--- config.mk ---
export PLATFORM = sky130hd
export DESIGN_NAME = ced_ram
export DESIGN_NICKNAME = d
export VERILOG_FILES = /design/src/hw/rtl/ced_ram.sv
export SDC_FILE = /design/constraint.sdc
export NUM_CORES = 1
export LEC_CHECK = 0
export BUFFER_PORTS_ARGS = -buffer_cell sky130_fd_sc_hd__buf_2
export CORE_MARGIN = 2
export CORE_UTILIZATION = 50
export DETAILED_ROUTE_END_ITERATION = 7
export GPL_TIMING_DRIVEN = 0
export PLACE_DENSITY = 0.73
export SYNTH_ARGS = -nofsm -noshare
export SYNTH_HDL_FRONTEND = slang
export SYNTH_SLANG_ARGS = --single-unit
--- constraint.sdc ---
create_clock -name clk -period 2.2 [get_ports clk]
set_input_delay 0.11 -clock clk [delete_from_list [all_inputs] [get_ports clk]]
set_output_delay 0.11 -clock clk [all_outputs]
set_load 0.005 [all_outputs]
--- src/hw/rtl/ced_ram.sv ---
// Generic simple dual-port RAM with registered read.
module ced_ram #(
  parameter int Width = 8,
  parameter int Depth = 16,
  localparam int AW = $clog2(Depth)
) (
  input  logic             clk,
  input  logic             we,
  input  logic [AW-1:0]    waddr,
  input  logic [Width-1:0] wdata,
  input  logic [AW-1:0]    raddr,
  output logic [Width-1:0] rdata
);

  logic [Width-1:0] mem [Depth];

  always_ff @(posedge clk) begin
    if (we) begin
      mem[waddr] <= wdata;
    end
    rdata <= mem[raddr];
  end

endmodule

==> results.txt, run 1 <==
Final Net Count - 298
Die ar. - 0.0111 sq mm
Max Slew Vio Count - 0
Final instance area - 0.00621 sq mm
Antenna cell count - 0
First-pass GRT wire length - 14.6 mm
Worst R2R Setup Slack - 0.82 ns
CP max FO - 8
Utilization after layout - 0.612
Crit Reg-Reg Endpoint - rdata[7]
Top-area cell type share of the netlist area - 0.747
Setup TNS - 0 ns
Synth area leader - edfxtp_1
Syn_nets - 247
Vias in the first global route - 2506
Cell depth of the worst flop-to-flop path - 3
CTS buffer count - 17
CTS tree - built
Iter 0 DRT Violations - 276
Layout area overhead - 20.6%
Placed inst area - 0.00544 sq mm
Final number of hold-violating endpoints - 0
Commonest non-fill, non-tap cell in the layout - edfxtp_1
Largest net degree at the start of global routing - 17
Crit Path Category - in -> reg
Sequential share of the synthesized area - 0.778
Hold Path Class - in -> reg
Via/cell ratio - 5.63
Max VDD drop - 0.000505 V
Clock latency on the worst-skew pair - 0.51 ns
Layout cells sized above 1 - 0.287
Element type at the critical path end - flop
Initial cell density of the core - 0.508
Critical R2R Launch - mem[3][7]
RSZ-0062 raised after global routing - no
RePlAce Congestion - 0.772
Core Region - 0.0101 sq mm
CTS Root Cell - clkbuf_8
Tcrit/Tclk final - 0.707
Initial antenna violation count - 0
Post-CTS Resized - 0
Top post-synthesis cells by area - edfxtp_1, mux4_2, mux4_1, dfxtp_1, a22oi_1
Status - finished clean
Via count - 2415
Cell Pwr Density - 1040 mW/mm^2
PortBufs - 24
Max Clock Skew - 0.00379 ns
Hold path depth - 4
Clk buf depth - 2
Die width - 105 um
Static leakage - 2.10 nW
Finish-stage setup viols - 0
Max frequency - 643 MHz
Worst slack, placed - 0.0899 ns
Post-route setup slack - 0.645 ns
Post-DP HPWL - 5.87 mm
Remaining Overflow, GRT - 0
Crit path DAT - 1.68 ns
Final Non-Filler Cells - 429
Hold Path Sink - rdata[0]
Clk slew on worst S/H paths - 0.06 ns
Startpoint Class - input pin
Wire per inst - 22.7 um
Cell variety after synth - 19
Final min period - 1.56 ns
Max_slew headroom - 0.176
Die height - 105 um
Total track usage - 0.192
DRC - 0
Clock sinks - 136
Final total power - 6.43 mW
Hold slack - 0.135 ns
Postcts setup bufs - 0
First-pass iteration count of the detailed router - 4
Routed wire length - 9.72 mm
Routed Antenna Nets - 0
Cells after Synth - 229
I/O Pins - 26
Flops & latches, synth - 136
Most frequent cells in the layout - edfxtp_1, buf_2, mux4_2
FP Rows - 37
# Max-Cap Violations - 0
Least-Margin Pin Slew - 1.23 ns
Depth of the CTS H-tree - 4
Crit path required time - 2.32 ns
Cell Area, Synth - 0.00515 sq mm
Dpl cells - 389
Number of synthesis warnings - 0
Hold Crit Start - raddr[1]
Synth Area per Inst - 22.5 sq um
==> Yosys cell counts (all sizes together) <==
library cell,count
edfxtp,128
mux4,32
a22oi,16
nor2,13
nand2,9
dfxtp,8
buf,7
nor3,4
clkdlybuf4s25,3
nand2b,2
nand3b,2
and2,1
and2b,1
nand3,1
nor2b,1
or3b,1
==> kinds of logic (layout without fill, tap and decap cells) <==
| group | Yosys count | count (layout) | share of synthesized area |
|---|---|---|---|
| flops | 136 | 136 | 0.778 |
| simple gates | 35 | 35 | 0.0318 |
| mux | 32 | 32 | 0.150 |
| compound gates | 16 | 16 | 0.0233 |
| buf+inv | 10 | 74 | 0.0168 |
==> worst max-delay path, stage by stage <==
cell and delay [ns]:
buf_2 0.12, or3b_2 0.53, nor3_1 0.92
==> cell type report <==
| class | count | area [sq um] |
|---|---|---|
| Buffer | 10 | 86.3 |
| Fill cell | 699 | 3930 |
| Sequential cell | 136 | 4000 |
| Timing Repair Buffer | 32 | 200 |
| Clock buffer | 20 | 445 |
| Clock inverter | 12 | 245 |
| Multi-Input combinational cell | 83 | 1060 |
| Tap cell | 136 | 170 |
==> routing by layer <==
metal | track usage | vias up | share of wire
li1 | - | 1074 | -
met1 | 0.260 | 1227 | 0.40
met2 | 0.296 | 99 | 0.51
met3 | 0.0470 | 15 | 0.066
met4 | 0.0895 | 0 | 0.022
met5 | 0 | - | 0
==> report_power, final <==
part	internal, mW	switching, mW
clock	2.24	0.998
combinational	0.124	0.159
sequential	2.90	0.0132
==> worst max-delay path by stage <==
stage,slack (ns),depth (start not counted),start,to
floorplan,0.60,2,waddr[2],mem[0][0]
global placement,0.08,3,waddr[2],mem[0][0]
detailed placement,0.09,3,waddr[2],mem[0][7]
CTS,0.63,3,waddr[2],mem[0][4]
global route,0.52,3,waddr[2],mem[0][7]
finish,0.64,3,waddr[2],mem[0][4]
==> flip-flops by register name (all words and copies together) (netlist names) <==
signal,flops
mem,128
rdata,8
==> timing repair <==
| item | 4_1_cts | 5_1_grt |
|---|---|---|
| setup endpoints to repair | 0 | 0 |
| hold endpoints to repair | 116 | 0 |
| hold buffers | 8 | 0 |
No activity file was read; power rests on OpenSTA's default activity.
==> run 2: changes to the inputs <==
--- a/config.mk
+++ b/config.mk
@@ -10,7 +10,7 @@
 export CORE_UTILIZATION = 50
 export DETAILED_ROUTE_END_ITERATION = 7
 export GPL_TIMING_DRIVEN = 0
-export PLACE_DENSITY = 0.73
+export PLACE_DENSITY = 0.76
 export SYNTH_ARGS = -nofsm -noshare
 export SYNTH_HDL_FRONTEND = slang
 export SYNTH_SLANG_ARGS = --single-unit
==> constraint.sdc (replaced) <==
create_clock -name clk -period 1.4 [get_ports clk]
set_input_delay 0.07 -clock clk [delete_from_list [all_inputs] [get_ports clk]]
set_output_delay 0.07 -clock clk [all_outputs]
set_load 0.005 [all_outputs]
==> results.txt, run 2 (synthesis gave the netlist of run 1 again) <==
Utilization after layout - 0.601 (-0.0116)
Wire per inst - 22.7 um (+0.33%)
Setup TNS - 0 ns (unchanged)
Via count - 2424 (+0.37%)
Clock sinks - 136 (unchanged)
Max stage delay cell, worst path - mux4_1
Total track usage - 0.191 (-0.000898)
CP max FO - 1 (-7)
FP Rows - 37 (unchanged)
Finish-stage setup viols - 0 (unchanged)
Biggest regs - mem x128, rdata x8
Routed Antenna Nets - 0 (unchanged)
Routed wire length - 9.75 mm (+0.33%)
Filler cells - 702 (+0.43%)
# Max-Cap Violations - 0 (unchanged)
Post-DP HPWL - 5.81 mm (-0.89%)
Clk slew on worst S/H paths - 0.06 ns (about the same)
Vias in the first global route - 2407 (-4.0%)
Layout cells sized above 1 - 0.297 (+0.0102)
DRC - 0 (unchanged)
RePlAce Congestion - 0.706 (-8.5%)
Die width - 105 um (unchanged)
CTS buffer count - 17 (unchanged)
Max Slew Vio Count - 0 (unchanged)
Max reg flops - 128 (unchanged)
Area of the multi-input gates - 0.00108 sq mm (+1.9%)
Max_slew headroom - 0.220 (+0.0446)
First-pass iteration count of the detailed router - 5 (+1)
Clock latency on the worst-skew pair - 0.52 ns (about the same)
Element type at the critical path end - flop
RSZ-0062 raised after global routing - yes
Max Clock Skew - 0.0112 ns (+0.00744 ns)
CP Cell Sequence - mux4_1, a22oi_1, nand2_1
Static leakage - 2.03 nW (-2.9%)
Status - finished clean
Final total power - 9.14 mW (+42%)
Final Net Count - 298 (unchanged)
Layout area overhead - 18.3%
Final min period - 1.39 ns
Max VDD drop - 0.000977 V (+93%)
Postcts setup bufs - 0 (unchanged)
Die height - 105 um (unchanged)
Remaining Overflow, GRT - 0 (unchanged)
Clk buf depth - 2 (unchanged)
Most frequent cells in the layout - edfxtp_1, buf_2, mux4_2
Crit path DAT - 1.79 ns (+0.11 ns)
CP max stage delay - 0.55 ns (-0.37 ns)
Core Region - 0.0101 sq mm (unchanged)
PortBufs - 24 (unchanged)
Tcrit/Tclk final - 0.994
Crit Path Category - reg -> reg
Final number of hold-violating endpoints - 0 (unchanged)
Iter 0 DRT Violations - 268 (-2.9%)
Initial cell density of the core - 0.508 (unchanged)
I/O Pins - 26 (unchanged)
CTS tree - built
Via/cell ratio - 5.65 (+0.37%)
Largest net degree at the start of global routing - 17 (unchanged)
Cell Pwr Density - 1500 mW/mm^2 (+45%)
Commonest non-fill, non-tap cell in the layout - edfxtp_1
Initial antenna violation count - 0 (unchanged)
Hold Path Class - in -> reg
Post-route setup slack - 0.00890 ns (-0.636 ns)
Largest reg by FF count - mem
First-pass GRT wire length - 14.5 mm (-0.94%)
Sequential cell area - 0.00400 sq mm (unchanged)
Antenna cell count - 0 (unchanged)
Crit path required time - 1.80 ns (-0.52 ns)
Depth of the CTS H-tree - 4 (unchanged)
Startpoint Class - flop
Least-Margin Pin Slew - 1.16 ns (-0.0664 ns)
Die ar. - 0.0111 sq mm (unchanged)
Worst slack, placed - -0.467 ns (-0.557 ns)
CTS Root Cell - clkbuf_8
Max frequency - 719 MHz
Hold slack - 0.0632 ns (-0.0722 ns)
## run 2: cell types whose count changed in the layout (fill, tap and decap cells not counted), sizes merged
| cell | change |
|---|---|
| bufinv | -5 |
| clkinv | +5 |
| clkbuf | -1 |
| clkinvlp | +1 |
## run 2: repair_timing
item,4_1_cts,5_1_grt
endpoints found under the hold margin,128,0
hold buffers,8,0
endpoints found under the setup margin,2,10
gates resized for setup,2,1
## run 2: where the power goes
part / total (mW) / internal [mW] / leakage, nW / switching, mW
Clock: 4.12 / 2.51 / 0.259 / 1.61
Sequential: 4.58 / 4.55 / 1.22 / 0.0221
Combinational: 0.446 / 0.197 / 0.551 / 0.250
## run 2: critical path: cells and delay by family (launching register included)
family           cells  cell delay (ns)
AND/OR/NAND/NOR      1             0.08
AO/OA/AOI/OAI        1             0.24
flip-flops           1             0.40
multiplexers         1             0.55
## run 2: final cells by class
type / count / area share
multi-input combinational: 83 / 0.177
clock inverter: 13 / 0.0216
clock buffer: 19 / 0.0692
tap: 136 / 0.0279
sequential: 136 / 0.657
buffer: 10 / 0.0142
timing repair buffer: 32 / 0.0329
## run 2: final timing paths
kind                   start         to  slack, ns  cells past startpoint
setup / recovery   mem[4][1]   rdata[1]      0.009                      3
hold reg to reg   mem[10][3]   rdata[3]       0.68                      3
hold / removal      waddr[1]  mem[0][2]       0.06                      2
setup reg to reg   mem[4][1]   rdata[1]      0.009                      3
## run 2: per-layer routing
metal	GRT usage	share of wire
met2	0.274	0.48
met1	0.280	0.45
met5	0	0
met4	0.0743	0.014
met3	0.0550	0.060
## run 2: metrics by stage
stage / area (sq um) / instances
4_1_cts: 6090 / 429
2_1_floorplan: 5150 / 229
5_1_grt: 6090 / 429
3_5_place_dp: 5440 / 389
3_3_place_gp: 5440 / 389
6_report: 6090 / 429
